==> src/rtl/iee_pkg.sv <==
// Package for the infix expression evaluator: codes, types, constants.
// Depends on nothing.
package iee_pkg;
    localparam int STACK_DEPTH_DEF = 16;
    localparam int VALUE_BITS_DEF  = 32;
    localparam int OUT_BITS        = 32;

    typedef enum logic [2:0] {
        OP_LPAR = 3'd0, OP_ADD = 3'd1, OP_SUB = 3'd2, OP_MUL = 3'd3,
        OP_DIV  = 3'd4, OP_MOD = 3'd5, OP_POW = 3'd6, OP_BAD = 3'd7
    } t_op;

    typedef enum logic [1:0] {
        ST_OK = 2'd0, ST_DIVZERO = 2'd1, ST_OVERFLOW = 2'd2, ST_MALFORMED = 2'd3
    } t_status;

    localparam logic [7:0] CH_NL   = 8'd10;
    localparam logic [7:0] CH_ZERO = 8'h30;
    localparam logic [7:0] CH_NINE = 8'h39;
    localparam logic [7:0] CH_ADD  = 8'h2B;
    localparam logic [7:0] CH_SUB  = 8'h2D;
    localparam logic [7:0] CH_MUL  = 8'h2A;
    localparam logic [7:0] CH_DIV  = 8'h2F;
    localparam logic [7:0] CH_MOD  = 8'h25;
    localparam logic [7:0] CH_POW  = 8'h5E;
    localparam logic [7:0] CH_LP   = 8'h28;
    localparam logic [7:0] CH_RP   = 8'h29;

    // What the sequencer is doing for the current character.
    typedef enum logic [1:0] {
        MODE_BIN = 2'd0, MODE_CLOSE = 2'd1, MODE_END = 2'd2, MODE_LPAR = 2'd3
    } t_mode;

    typedef enum logic [3:0] {
        S_IDLE, S_FLUSH, S_PEEK, S_DECIDE, S_POPB, S_POPA, S_WAITA, S_EXEC,
        S_ALU, S_PUSHR, S_PUSHOP, S_FINAL, S_RDRES, S_EMIT
    } t_state;

    // Command and status between sequencer and arithmetic unit.
    typedef struct packed {
        logic start;
        t_op  op;
    } t_alu_cmd;

    typedef struct packed {
        logic busy;
        logic done;
        logic divzero;
    } t_alu_sts;

    function automatic logic [1:0] prec(input t_op op);
        logic [1:0] p;
        p = 2'd0;
        case (op)
            OP_ADD, OP_SUB:         p = 2'd1;
            OP_MUL, OP_DIV, OP_MOD: p = 2'd2;
            OP_POW:                 p = 2'd3;
            default:                p = 2'd0;
        endcase
        return p;
    endfunction
endpackage

==> src/rtl/iee_ram.sv <==
// Generic single-port-write, single-read RAM with registered read.
// Depends on nothing.
module iee_ram #(
    parameter int WIDTH = 32,
    parameter int DEPTH = 16
) (
    input  logic                     i_clk,
    input  logic                     i_we,
    input  logic [$clog2(DEPTH)-1:0] i_waddr,
    input  logic [WIDTH-1:0]         i_wdata,
    input  logic [$clog2(DEPTH)-1:0] i_raddr,
    output logic [WIDTH-1:0]         o_rdata
);
    logic [WIDTH-1:0] r_mem [DEPTH];
    logic [WIDTH-1:0] r_rdata;

    always_ff @(posedge i_clk) begin
        if (i_we) begin
            r_mem[i_waddr] <= i_wdata;
        end
        r_rdata <= r_mem[i_raddr];
    end
    assign o_rdata = r_rdata;
endmodule

==> src/rtl/iee_alu.sv <==
// Shared iterative arithmetic unit: add/sub in one step, shift-add multiply,
// restoring divide, square-and-multiply power. Depends on iee_pkg.
module iee_alu import iee_pkg::*; #(
    parameter int VALUE_BITS = VALUE_BITS_DEF
) (
    input  logic                  i_clk,
    input  logic                  i_rst_n,
    input  t_alu_cmd              i_cmd,
    input  logic [VALUE_BITS-1:0] i_a,
    input  logic [VALUE_BITS-1:0] i_b,
    output t_alu_sts              o_sts,
    output logic [VALUE_BITS-1:0] o_result
);
    localparam int CW = $clog2(VALUE_BITS + 1);
    typedef enum logic [2:0] {A_IDLE, A_MUL, A_DIV, A_POWM, A_POWS, A_FIX} t_ast;

    t_ast r_st, n_st;
    t_op  r_op;
    logic [CW-1:0] r_cnt;
    logic [VALUE_BITS-1:0] r_x, r_y, r_acc, r_rem, r_res;
    logic r_neg_q, r_neg_r, r_done, r_dz;
    // multiply sub-step operands (mul and power share the shift-add loop)
    logic [VALUE_BITS-1:0] r_m1, r_m2, r_mp;
    logic [CW-1:0] r_mc;

    wire logic sa = i_a[VALUE_BITS-1];
    wire logic sb = i_b[VALUE_BITS-1];
    wire logic [VALUE_BITS-1:0] ma = sa ? -i_a : i_a;
    wire logic [VALUE_BITS-1:0] mb = sb ? -i_b : i_b;
    wire logic [VALUE_BITS-1:0] ones = '1;
    wire logic [VALUE_BITS-1:0] one = VALUE_BITS'(1);

    logic [VALUE_BITS:0] rem_sh;
    logic [VALUE_BITS:0] rem_sub;
    always_comb begin
        rem_sh  = {r_rem, r_x[VALUE_BITS-1]};
        rem_sub = rem_sh - {1'b0, r_y};
    end

    always_comb begin
        n_st = r_st;
        unique case (r_st)
            A_IDLE: n_st = r_st;
            A_MUL, A_POWM, A_POWS: if (r_mc == CW'(VALUE_BITS)) n_st = A_FIX;
            A_DIV:  if (r_cnt == CW'(VALUE_BITS)) n_st = A_FIX;
            A_FIX:  n_st = A_IDLE;
            default: n_st = A_IDLE;
        endcase
    end

    always_ff @(posedge i_clk) begin
        if (!i_rst_n) begin
            r_st <= A_IDLE;
            r_done <= 1'b0;
        end else begin
            if (r_st == A_IDLE) begin
                if (i_cmd.start) begin
                    r_op <= i_cmd.op;
                    r_cnt <= '0;
                    r_mc <= '0;
                    unique case (i_cmd.op)
                        OP_ADD: begin
                            r_res <= i_a + i_b; r_done <= 1'b1; r_dz <= 1'b0;
                        end
                        OP_SUB: begin
                            r_res <= i_a - i_b; r_done <= 1'b1; r_dz <= 1'b0;
                        end
                        OP_MUL: begin
                            r_m1 <= i_a; r_m2 <= i_b; r_mp <= '0; r_st <= A_MUL;
                            r_done <= 1'b0; r_dz <= 1'b0;
                        end
                        OP_DIV, OP_MOD: begin
                            if (i_b == '0) begin
                                r_dz <= 1'b1; r_res <= '0; r_done <= 1'b1;
                            end else begin
                                r_x <= ma; r_y <= mb; r_rem <= '0;
                                r_neg_q <= sa ^ sb; r_neg_r <= sa;
                                r_st <= A_DIV;
                                r_done <= 1'b0; r_dz <= 1'b0;
                            end
                        end
                        OP_POW: begin
                            if (sb) begin
                                // negative exponent: only 0 as base is an error
                                r_done <= 1'b1;
                                r_dz <= (i_a == '0);
                                if (i_a == one) r_res <= one;
                                else if (i_a == ones) r_res <= i_b[0] ? ones : one;
                                else r_res <= '0;
                            end else begin
                                // r_x: exponent, r_acc: result, r_y: base
                                r_x <= i_b; r_acc <= one; r_y <= i_a;
                                r_m1 <= i_b[0] ? one : i_a; r_m2 <= i_a; r_mp <= '0;
                                r_st <= i_b[0] ? A_POWM : A_POWS;
                                r_done <= 1'b0; r_dz <= 1'b0;
                            end
                        end
                        default: begin
                            r_res <= '0; r_done <= 1'b1; r_dz <= 1'b0;
                        end
                    endcase
                end else begin
                    r_done <= 1'b0;
                end
            end else if (r_st == A_DIV) begin
                if (r_cnt != CW'(VALUE_BITS)) begin
                    if (!rem_sub[VALUE_BITS]) begin
                        r_rem <= rem_sub[VALUE_BITS-1:0];
                        r_x <= {r_x[VALUE_BITS-2:0], 1'b1};
                    end else begin
                        r_rem <= rem_sh[VALUE_BITS-1:0];
                        r_x <= {r_x[VALUE_BITS-2:0], 1'b0};
                    end
                    r_cnt <= r_cnt + CW'(1);
                    r_done <= 1'b0;
                end else begin
                    r_st <= A_IDLE;
                    r_done <= 1'b1;
                    if (r_op == OP_DIV) r_res <= r_neg_q ? -r_x : r_x;
                    else r_res <= r_neg_r ? -r_rem : r_rem;
                end
            end else if (r_st == A_MUL) begin
                if (r_mc != CW'(VALUE_BITS)) begin
                    if (r_m2[0]) r_mp <= r_mp + r_m1;
                    r_m1 <= r_m1 << 1;
                    r_m2 <= r_m2 >> 1;
                    r_mc <= r_mc + CW'(1);
                    r_done <= 1'b0;
                end else begin
                    r_res <= r_mp; r_done <= 1'b1; r_st <= A_IDLE;
                end
            end else if (r_st == A_POWM || r_st == A_POWS) begin
                // one shift-add multiply: POWM gives acc*base, POWS base*base
                if (r_mc != CW'(VALUE_BITS)) begin
                    if (r_m2[0]) r_mp <= r_mp + r_m1;
                    r_m1 <= r_m1 << 1;
                    r_m2 <= r_m2 >> 1;
                    r_mc <= r_mc + CW'(1);
                    r_done <= 1'b0;
                end else begin
                    r_mc <= '0;
                    r_mp <= '0;
                    if (r_st == A_POWM) begin
                        r_acc <= r_mp;
                        r_m1 <= r_y; r_m2 <= r_y;
                        r_st <= A_POWS;
                        r_done <= 1'b0;
                    end else begin
                        r_y <= r_mp;
                        r_x <= r_x >> 1;
                        r_cnt <= r_cnt + CW'(1);
                        if (r_cnt == CW'(VALUE_BITS - 1) || (r_x >> 1) == '0) begin
                            r_res <= r_acc; r_done <= 1'b1; r_st <= A_IDLE;
                        end else if (r_x[1]) begin
                            r_m1 <= r_acc; r_m2 <= r_mp; r_st <= A_POWM;
                            r_done <= 1'b0;
                        end else begin
                            r_m1 <= r_mp; r_m2 <= r_mp; r_st <= A_POWS;
                            r_done <= 1'b0;
                        end
                    end
                end
            end else begin
                r_st <= n_st;
                r_done <= 1'b0;
            end
        end
    end

    assign o_sts.busy    = (r_st != A_IDLE);
    assign o_sts.done    = r_done;
    assign o_sts.divzero = r_dz;
    assign o_result      = r_res;
endmodule

==> src/rtl/infix_expression_evaluator_top.sv <==
// Infix expression evaluator: one ASCII character per input transfer, ready low while busy.
// A digit is taken in the idle state; any other character flushes the number, an ignored one
// stops there, and an operator, close paren or newline may reduce the stacks through the ALU,
// which does ^ by square-and-multiply. A newline's result goes to one output register, which lets
// the next line start while a result waits. Synchronous active-low reset clears counts,
// accumulator, status and output valid. Depends on iee_pkg, iee_ram, iee_alu.
module infix_expression_evaluator_top import iee_pkg::*; #(
    parameter int STACK_DEPTH = STACK_DEPTH_DEF,
    parameter int VALUE_BITS  = VALUE_BITS_DEF
) (
    input  logic              i_clk,
    input  logic              i_rst_n,
    input  logic              i_valid,
    output logic              o_ready,
    input  logic [7:0]        i_char_code,
    output logic              o_valid,
    input  logic              i_ready,
    output logic signed [31:0] o_value,
    output logic [1:0]        o_status
);
    localparam int AW = $clog2(STACK_DEPTH);
    localparam int CW = $clog2(STACK_DEPTH + 1);

    t_state r_state, n_state;
    t_mode  r_mode;
    t_op    r_op_in;          // operator being pushed (binary or left-paren mode)
    t_op    r_top;            // popped operator under reduction
    logic [CW-1:0] r_vcnt, r_ocnt;
    logic [VALUE_BITS-1:0] r_acc, r_b, r_a;
    logic   r_innum;
    t_status r_lst;
    logic   r_ovalid;
    logic [31:0] r_oval;
    logic [1:0]  r_osts;

    // value and operator stack RAMs
    logic v_we; logic [AW-1:0] v_wa, v_ra; logic [VALUE_BITS-1:0] v_wd, v_rd;
    logic o_we; logic [AW-1:0] o_wa, o_ra; logic [2:0] o_wd, o_rd;

    iee_ram #(.WIDTH(VALUE_BITS), .DEPTH(STACK_DEPTH)) u_vstk (
        .i_clk(i_clk), .i_we(v_we), .i_waddr(v_wa), .i_wdata(v_wd),
        .i_raddr(v_ra), .o_rdata(v_rd));
    iee_ram #(.WIDTH(3), .DEPTH(STACK_DEPTH)) u_ostk (
        .i_clk(i_clk), .i_we(o_we), .i_waddr(o_wa), .i_wdata(o_wd),
        .i_raddr(o_ra), .o_rdata(o_rd));

    t_alu_cmd alu_cmd;
    t_alu_sts alu_sts;
    logic [VALUE_BITS-1:0] alu_res;
    iee_alu #(.VALUE_BITS(VALUE_BITS)) u_alu (
        .i_clk(i_clk), .i_rst_n(i_rst_n), .i_cmd(alu_cmd), .i_a(r_a), .i_b(r_b),
        .o_sts(alu_sts), .o_result(alu_res));

    wire logic in_xfer  = i_valid && o_ready;
    wire logic out_xfer = r_ovalid && i_ready;
    wire logic is_digit = (i_char_code >= CH_ZERO) && (i_char_code <= CH_NINE);
    wire logic vfull = (r_vcnt == CW'(STACK_DEPTH));
    wire logic ofull = (r_ocnt == CW'(STACK_DEPTH));
    wire t_op  peek  = t_op'(o_rd);
    wire logic ok    = (r_lst == ST_OK);
    // result register free (or freed this cycle) while in S_EMIT
    wire logic emit_go = (r_state == S_EMIT) && (!r_ovalid || out_xfer);

    // character decode: operator code and sequencer mode
    t_op   in_op;
    t_mode in_mode;
    always_comb begin
        in_op   = OP_BAD;
        in_mode = MODE_BIN;
        unique case (i_char_code)
            CH_ADD: in_op = OP_ADD;
            CH_SUB: in_op = OP_SUB;
            CH_MUL: in_op = OP_MUL;
            CH_DIV: in_op = OP_DIV;
            CH_MOD: in_op = OP_MOD;
            CH_POW: in_op = OP_POW;
            CH_LP: begin
                in_op   = OP_LPAR;
                in_mode = MODE_LPAR;
            end
            CH_RP:  in_mode = MODE_CLOSE;
            CH_NL:  in_mode = MODE_END;
            default: ;
        endcase
    end

    // decide whether the operator on top gets reduced
    logic do_reduce;
    always_comb begin
        do_reduce = 1'b0;
        if (peek != OP_LPAR) begin
            if (r_mode == MODE_BIN)
                do_reduce = (prec(peek) > prec(r_op_in)) ||
                            ((prec(peek) == prec(r_op_in)) && (r_op_in != OP_POW));
            else
                do_reduce = 1'b1;
        end
    end

    // next state
    always_comb begin
        n_state = r_state;
        unique case (r_state)
            S_IDLE:   if (in_xfer && !is_digit && (i_char_code == CH_NL || ok))
                          n_state = S_FLUSH;
            // ignored characters stop after the number flush
            S_FLUSH:  n_state = (r_mode == MODE_BIN && r_op_in == OP_BAD) ? S_IDLE : S_PEEK;
            S_PEEK: begin
                if (!ok) n_state = (r_mode == MODE_END) ? S_FINAL : S_IDLE;
                else if (r_ocnt == '0) begin
                    unique case (r_mode)
                        MODE_BIN, MODE_LPAR: n_state = S_PUSHOP;
                        MODE_CLOSE: n_state = S_IDLE;
                        default:    n_state = S_FINAL;
                    endcase
                end else if (r_mode == MODE_LPAR) n_state = S_PUSHOP;
                else n_state = S_DECIDE;
            end
            S_DECIDE: begin
                if (r_mode == MODE_END && peek == OP_LPAR) n_state = S_FINAL;
                else if (do_reduce) n_state = S_POPB;
                else if (r_mode == MODE_BIN) n_state = S_PUSHOP;
                else n_state = S_IDLE;
            end
            S_POPB:   n_state = (r_vcnt < CW'(2)) ? S_PEEK : S_POPA;
            S_POPA:   n_state = S_WAITA;
            S_WAITA:  n_state = S_EXEC;
            S_EXEC:   n_state = S_ALU;
            S_ALU:    if (alu_sts.done) n_state = S_PUSHR;
            S_PUSHR:  n_state = S_PEEK;
            S_PUSHOP: n_state = S_IDLE;
            S_FINAL:  n_state = S_RDRES;
            S_RDRES:  n_state = S_EMIT;
            S_EMIT:   if (!r_ovalid || out_xfer) n_state = S_IDLE;
            default:  n_state = S_IDLE;
        endcase
    end

    // stack port and ALU controls
    always_comb begin
        v_we = 1'b0; v_wa = r_vcnt[AW-1:0]; v_wd = r_acc;
        v_ra = '0;
        o_we = 1'b0; o_wa = r_ocnt[AW-1:0]; o_wd = r_op_in;
        o_ra = AW'(r_ocnt - CW'(1));
        alu_cmd.start = 1'b0; alu_cmd.op = r_top;
        unique case (r_state)
            S_FLUSH:  v_we = r_innum && ok && !vfull;
            S_POPB:   v_ra = AW'(r_vcnt - CW'(1));
            S_POPA:   v_ra = AW'(r_vcnt - CW'(1));
            S_EXEC:   alu_cmd.start = 1'b1;
            S_PUSHR: begin
                v_we = !alu_sts.divzero && !vfull;
                v_wd = alu_res;
            end
            S_PUSHOP: o_we = !ofull;
            default: ;
        endcase
    end

    always_ff @(posedge i_clk) begin
        if (!i_rst_n) begin
            r_state <= S_IDLE;
            r_vcnt <= '0; r_ocnt <= '0; r_acc <= '0; r_innum <= 1'b0;
            r_lst <= ST_OK; r_ovalid <= 1'b0;
        end else begin
            r_state <= n_state;
            if (emit_go) r_ovalid <= 1'b1;
            else if (out_xfer) r_ovalid <= 1'b0;
            unique case (r_state)
                S_IDLE: if (in_xfer && (i_char_code == CH_NL || ok)) begin
                    r_op_in <= in_op;
                    r_mode <= in_mode;
                    if (is_digit) begin
                        r_acc <= VALUE_BITS'(r_acc * VALUE_BITS'(10))
                               + VALUE_BITS'(i_char_code - CH_ZERO);
                        r_innum <= 1'b1;
                    end
                end
                S_FLUSH: begin
                    if (r_innum && ok) begin
                        if (vfull) r_lst <= ST_OVERFLOW;
                        else r_vcnt <= r_vcnt + CW'(1);
                    end
                    r_innum <= 1'b0;
                    r_acc <= '0;
                end
                S_PEEK: if (ok && r_ocnt == '0 && r_mode == MODE_CLOSE)
                    r_lst <= ST_MALFORMED;
                S_DECIDE: begin
                    if (r_mode == MODE_END && peek == OP_LPAR) r_lst <= ST_MALFORMED;
                    else if (do_reduce) begin
                        r_top <= peek;
                        r_ocnt <= r_ocnt - CW'(1);
                    end else if (r_mode == MODE_CLOSE) r_ocnt <= r_ocnt - CW'(1);
                end
                S_POPB: if (r_vcnt < CW'(2)) r_lst <= ST_MALFORMED;
                    else r_vcnt <= r_vcnt - CW'(1);
                // right operand read in S_POPB arrives here, left one in S_WAITA
                S_POPA: begin
                    r_vcnt <= r_vcnt - CW'(1);
                    r_b <= v_rd;
                end
                S_WAITA: r_a <= v_rd;
                S_PUSHR: begin
                    if (alu_sts.divzero) r_lst <= ST_DIVZERO;
                    else if (vfull) r_lst <= ST_OVERFLOW;
                    else r_vcnt <= r_vcnt + CW'(1);
                end
                S_PUSHOP: if (ofull) r_lst <= ST_OVERFLOW;
                    else r_ocnt <= r_ocnt + CW'(1);
                S_FINAL: if (ok && r_vcnt != CW'(1)) r_lst <= ST_MALFORMED;
                S_EMIT: if (emit_go) begin
                    r_osts <= r_lst;
                    r_oval <= (r_lst == ST_OK) ? 32'(v_rd) : 32'd0;
                    r_vcnt <= '0; r_ocnt <= '0; r_acc <= '0;
                    r_innum <= 1'b0; r_lst <= ST_OK;
                end
                default: ;
            endcase
        end
    end

    // Value read at S_RDRES sees address 0 (default v_ra), held into S_EMIT.
    assign o_ready  = (r_state == S_IDLE);
    assign o_valid  = r_ovalid;
    assign o_value  = signed'(r_oval);
    assign o_status = r_osts;
endmodule

==> config.mk <==
export PLATFORM = sky130hd
export DESIGN_NAME = infix_expression_evaluator_top
export DESIGN_NICKNAME = d
export VERILOG_FILES = /design/src/rtl/iee_pkg.sv /design/src/rtl/iee_ram.sv /design/src/rtl/iee_alu.sv /design/src/rtl/infix_expression_evaluator_top.sv
export SDC_FILE = /design/constraint.sdc
export NUM_CORES = 2
export LEC_CHECK = 0
export ABC_CLOCK_PERIOD_IN_PS = 7000
export BUFFER_PORTS_ARGS = -buffer_cell sky130_fd_sc_hd__buf_2
export CAP_MARGIN = 20
export CORE_MARGIN = 5
export CORE_UTILIZATION = 55
export DETAILED_ROUTE_END_ITERATION = 12
export PLACE_DENSITY_LB_ADDON = 0.08
export SLEW_MARGIN = 5
export SYNTH_ARGS = -nofsm -noshare
export SYNTH_HDL_FRONTEND = slang
export SYNTH_SLANG_ARGS = --single-unit
==> constraint.sdc <==
create_clock -name i_clk -period 7 [get_ports i_clk]
set_input_delay 1.4 -clock i_clk [delete_from_list [all_inputs] [get_ports i_clk]]
set_output_delay 1.4 -clock i_clk [all_outputs]
set_load 0.1 [all_outputs]
[Yosys cells after proc, flatten, opt, wreduce, memory -nomap -nowiden]
Memory sizes are Yosys's and may differ from the RTL's. A register that Yosys moved wholly into a read port is not among the register bits.
Cells that the tools add are included.
Cells by class
  $add $sub $neg: 16
  order comparisons: 4
  equal/unequal tests: 105
  $mul: 1
  reductions and logical operators: 79
  bitwise gates (word level): 3
  multiplexer cells: 202
Operators by type and width (number)
  32-bit two-way mux: 89
  32-bit case mux with 2 select lines: 5
  32-bit case mux with 5 select lines: 1
  32-bit negation: 4
  32-bit adder: 3
  32-bit logical NOT: 3
  32-bit case mux with 3 select lines: 1
  6-bit two-way mux: 14
  8-bit by 6-bit == test with 1-bit output, second input constant: 7
  4-bit case mux with 13 select lines: 1
  3-bit two-way mux: 17
  5-bit two-way mux: 9
  4-bit two-way mux: 11
  3-bit == test, second input constant: 12
  2-bit inequality test, second input constant: 17
  33-bit by 32-bit subtractor with 33-bit output: 1
  32-bit by 1-bit == test with 1-bit output, second input constant: 1
  32-bit == test, second input constant: 1
  32-bit by 3-bit multiplier with 31-bit output, second input constant: 1
  32-bit subtractor: 1
  2-bit two-way mux: 14
  1-bit two-way mux: 27
  5-bit case mux with 5 select lines: 1
  3-bit by 2-bit == test with 1-bit output, second input constant: 8
  other kinds (66): 161
Word-level totals
  memories: 2
  bits in writable memories: 560
  flip-flop bits (word level): 434
  output and inout bits: 36
  input port bits: 12
  logic and storage cells: 442
Memory list
  u_vstk.r_mem: words 16, width 32, rd ports 1, clocked after Yosys merged registers in 1, wr ports 1, line iee_ram.sv:14  | logic [WIDTH-1:0] r_mem [DEPTH];
  u_ostk.r_mem: words 16, width 3, rd ports 1, clocked after Yosys merged registers in 1, wr ports 1, line iee_ram.sv:14

[Logic depth before layout (Yosys ltp)]
  word-level depth: 13
  depth in mapped cells: 23
  gate-level depth less buffers: 23

[Hierarchy]
From an unflattened synthesis, not the netlist that was laid out.
Second synthesis, totals
  cells, all modules: 4667
  area total of the unflattened synthesis: 55411.9 µm²
By module, submodules not included
  iee_alu: instances 1, area each 23538.8 µm², cells an instance 2731
  iee_ram at u_vstk: instances 1, area each 19835.3 µm², cells an instance 838
  infix_expression_evaluator_top: instances 1, area each 10025.9 µm², cells an instance 995
  iee_ram at u_ostk: instances 1, area each 2011.9 µm², cells an instance 103

[Least setup slack after synthesis]
No wires, ideal clock.
  kind: register to register
  start: register r_b[0]
  end: register u_alu.r_rem[0] (enable)
  cell stages (with the launch flop): 11
  slack: -0.605 ns
  buffers on the path: 1
  clock period less this slack: 7.605 ns
  data arrival time: 7.011 ns
  cells stage by stage: edfxtp_1 > clkbuf_1 > inv_1 > ha_1 > or4b_1 > and3b_1 > nand3_1 > nor2_1 > a31oi_1 > nor2_1 > a2111oi_0
Between the ends
  longest elaborated chain between the ends: 3
Ends and longest elaborated chain
  from (decl): line infix_expression_evaluator_top.sv:29  | logic [VALUE_BITS-1:0] r_acc, r_b, r_a;
  from (signal assigned): line infix_expression_evaluator_top.sv:201  | r_b <= v_rd;
  32-bit logical NOT: line iee_alu.sv:73  | if (i_b == '0) begin
  2-bit inequality test (no line)
  6-bit AND reduction (no line)
  to (signal assigned): line iee_alu.sv:108  | r_rem <= rem_sub[VALUE_BITS-1:0];
  to (signal assigned): line iee_alu.sv:111  | r_rem <= rem_sh[VALUE_BITS-1:0];
  to (decl): line iee_alu.sv:20  | logic [VALUE_BITS-1:0] r_x, r_y, r_acc, r_rem, r_res;
No other way between the ends.
A chain may end at the register's enable or synchronous reset.

[Worst setup path after layout]
  start: register r_b[0]
  end: register u_alu.r_res[31] (netlist: u_alu.o_result[31]), data pin
Between the ends
  longest elaborated chain between the ends: 7
Ends and longest elaborated chain
  parallel branches: the longest is 4 deep, another holds 32-bit subtractor
  32-bit case mux with 5 select lines (*): line iee_alu.sv:61  | unique case (i_cmd.op)
  32-bit two-way mux (*): line iee_alu.sv:57  | if (i_cmd.start) begin
  32-bit two-way mux (*): line iee_alu.sv:56  | if (r_st == A_IDLE) begin
  to (signal assigned): line iee_alu.sv:87  | if (i_a == one) r_res <= one;
  to (signal assigned): line iee_alu.sv:88  | else if (i_a == ones) r_res <= i_b[0] ? ones : one;
  to (signal assigned): line iee_alu.sv:119  | if (r_op == OP_DIV) r_res <= r_neg_q ? -r_x : r_x;
  to (decl): line iee_alu.sv:20
Mark *: on every way between the ends. The select of a mux whose other input is x is not followed.

==> reports/metrics.yaml <==
placed_design:
  place_inst: 6279
  port_buffers: 47
  place.gp.congestion: 1.01
  dp_hpwl_mm: 107
  post-place-ws_ps: 1560
route:
  post_drt_wl_per_cell_um: 24.8
  vias: 41100
  finalWirelength_mm: 161
  drt_iter0_drc: 4235
  drcViolationCount: 0
  drtAntennaViolNets: 0
  first_pass_iters: 6
  via_per_inst: 6.33
worst_hold_path:
  hp-class: "reg2reg"
  hp-start: "u_vstk.o_rdata[9]"
grt:
  grt_usage_pct: 29.1
  grt-ovfl-total: 0
  grt_pass1_vias: 39100
  antenna_found_initial: 6
  grt_max_degree: 208
  grt_pass1_wl_mm: 241
critical_path:
  path_cells: "inv_1 -> ha_1 -> or4b_1 -> and3b_1 -> nand3_1 -> or4_1 -> nand2_1 -> xor2_1 -> ha_1 -> a21o_1 -> a21o_1 -> a41oi_1 -> o21bai_1 -> a221o_1 -> a41oi_1 -> o21ai_0 -> xnor2_1 -> a211o_1"
  max_stage_delay_ps: 690
  critPathKind: "reg2reg"
  required_ps: 7460
  crit_path_end_kind: "flip-flop"
  cp-startpoint: "r_b[0]"
  r2r-start: "r_b[0]"
  worstSetupStartpointType: "flip-flop"
  worstPathMaxFanout: 10
  cp.arrival_ps: 5990
  r2r_setup_slack_ps: 1470
  cp_slowest_cell: "edfxtp_1"
sta:
  holdWs_ps: 447
  hold_viol_final: 0
  slew_headroom_pct: 27.6
  drv_slew: 0
  fin_crit_sh_pct: 79.0
  tightestPinTransition_ps: 1080
  setup_violations: 0
  skew_ps: 57.4
  grt_setup_unrepaired: "false"
  max_clock_freq_ghz: 0.181
  min_period_ps: 5530
  timing.final.ws_setup_ps: 1470
  fin_setup_tns_ps: 0
clocking:
  cts_buffer_depth: 3
  cts_setup_buffers: 0
  htreeDepth: 3
  cts_resized: 0
  cts_tree: "yes"
  clk_latency_ps: 730
  cts_buffers: 109
  cts_root_buf: "clkbuf_16"
  path_clk_slew_ps: 70
  cts_hold_buf: 0
  cts_num_sinks: 1029
power:
  power_leakage_uw: 0.0222
  ir_drop_v: 0.000402
  power_density_nw_per_um2: 330
die:
  die_h_um: 328
  start_util_pct: 55.5
  dieArea_um2: 108000
  io-pin-count: 48
  die_x_um: 328
  rows: 116
  core-area_um2: 100000
layout:
  fin_cells: 6486
  num-fill-cells: 8189
  seqCellArea_um2: 30000
  multi_input_area_um2: 24300
  area_delta_synth_final_pct: 9.39
  layout-drive-gt1-share_pct: 8.19
  finalNetCount: 5258
logic_synthesis:
  avgSynthCellArea_um2: 10.9
  synth_cells: 5119
  synth.top_cells.by_area: "edfxtp_1, ha_1, nand2_1"
  synth_edf_count: 940
  ys_seq_elements: 1029
  netlist_area_um2: 55700
  synth_nets: 5343
  seq_area_frac_synth_pct: 53.9
  synth_top_area_cell: "edfxtp_1"
  synthDistinctLibCells: 87
  yosys_warnings: 0
  synth_top_cell_area_share_pct: 50.7
  postSynth.asyncResetShare_pct: 0
  synth_common_cells: "edfxtp_1, nand2_1, a21oi_1"
  synth_most_common_cell: "edfxtp_1"
  synth_flop_cell: "edfxtp_1"
run:
  max_cap_viol_count: 0
outcome:
  run_status: "completed"
==> metal layers <==
metal / wire (um) / global-route usage (%)
met1: 67800 / 39.8
met2: 77600 / 49.1
met3: 10000 / 3.49
met4: 5290 / 8.62
met5: 13 / 0
==> critical path, delay by kind of cell, from the launching register on <==
kind	cells	cell delay [ps]
xor gates and xnor gates	2	230
and+or+nand+nor	5	1850
buffers and inverters	1	220
AOI/OAI and AO/OA	8	1820
adders and majority gates	2	450
DFF	1	690
==> where the power goes <==
part | leakage, uW | total (uW) | internal (uW) | switching [uW]
Sequential | 0.00947 | 8250 | 7700 | 550
Clock | 0.00178 | 5990 | 3470 | 2520
Combinational | 0.0110 | 5840 | 1940 | 3900
==> logic make-up after synthesis <==
logic type / Yosys count / share of synthesized area, %
AOI/OAI and AO/OA: 1395 / 16.7
xor gates and xnor gates: 299 / 4.70
adders and majority gates: 212 / 4.83
buffers and inverters: 411 / 2.81
DFF: 1029 / 53.9
muxes: 168 / 3.43
and+or+nand+nor: 1605 / 13.6
==> flip-flops by register name, summed over array words and instances (netlist names), 4 cells and up <==
signal          flops
o_value            32
r_a                32
r_acc              32
r_b                32
r_ocnt              5
r_state             4
r_vcnt              5
u_alu.o_result     32
u_alu.r_acc        32
u_alu.r_cnt         6
u_alu.r_m1         32
u_alu.r_m2         32
u_alu.r_mc          6
u_alu.r_mp         32
u_alu.r_rem        32
u_alu.r_x          32
u_alu.r_y          32
u_ostk.r_mem       48
u_vstk.o_rdata     32
u_vstk.r_mem      512
==> worst paths after layout <==
check,end,cells after the start
worst max-delay path,u_alu.o_result[31],18
worst min-delay path,r_b[9],0
worst max register to register,u_alu.o_result[31],18
worst min register to register,r_b[9],0
==> stage by stage <==
stage | power (uW) | cell area [um^2] | util [%]
6_report | 20100 | 60900 | 60.8
5_1_grt | 21000 | 60900 | 60.8
4_1_cts | 20100 | 60900 | 60.8
3_5_place_dp | 14100 | 57200 | 57.0
3_3_place_gp | 14100 | 57200 | 57.0
2_1_floorplan | 12200 | 55700 | -
==> cells in the final DEF, fill, tap and decap left out, types with 35 or more instances in the layout <==
cell / count
o211ai_1: 69
nand2_1: 642
nand3_1: 80
nor2b_1: 155
buf_4: 74
dfxtp_1: 87
a31oi_1: 87
clkbuf_16: 110
o31ai_1: 44
nor2_1: 305
inv_1: 87
ha_1: 206
a21oi_1: 381
o221ai_1: 47
xor2_1: 165
edfxtp_1: 940
a21o_1: 91
xnor2_1: 133
mux2i_1: 118
and2_1: 87
a311oi_1: 68
buf_2: 48
nor3_1: 71
and3_1: 68
mux2_2: 35
o21ai_0: 180
a211oi_1: 189
==> layout make-up <==
cell class / instances / share of cell area [%]
diodes: 1 / 0.00411
clock buffers: 151 / 4.93
clock inverters: 54 / 1.19
inverters: 89 / 0.548
multi-input cells: 3679 / 39.9
flip-flops and latches: 1029 / 49.2
well taps: 1357 / 2.79
repair buffers: 126 / 1.44
Note: power is estimated with default switching activity, not from simulation.
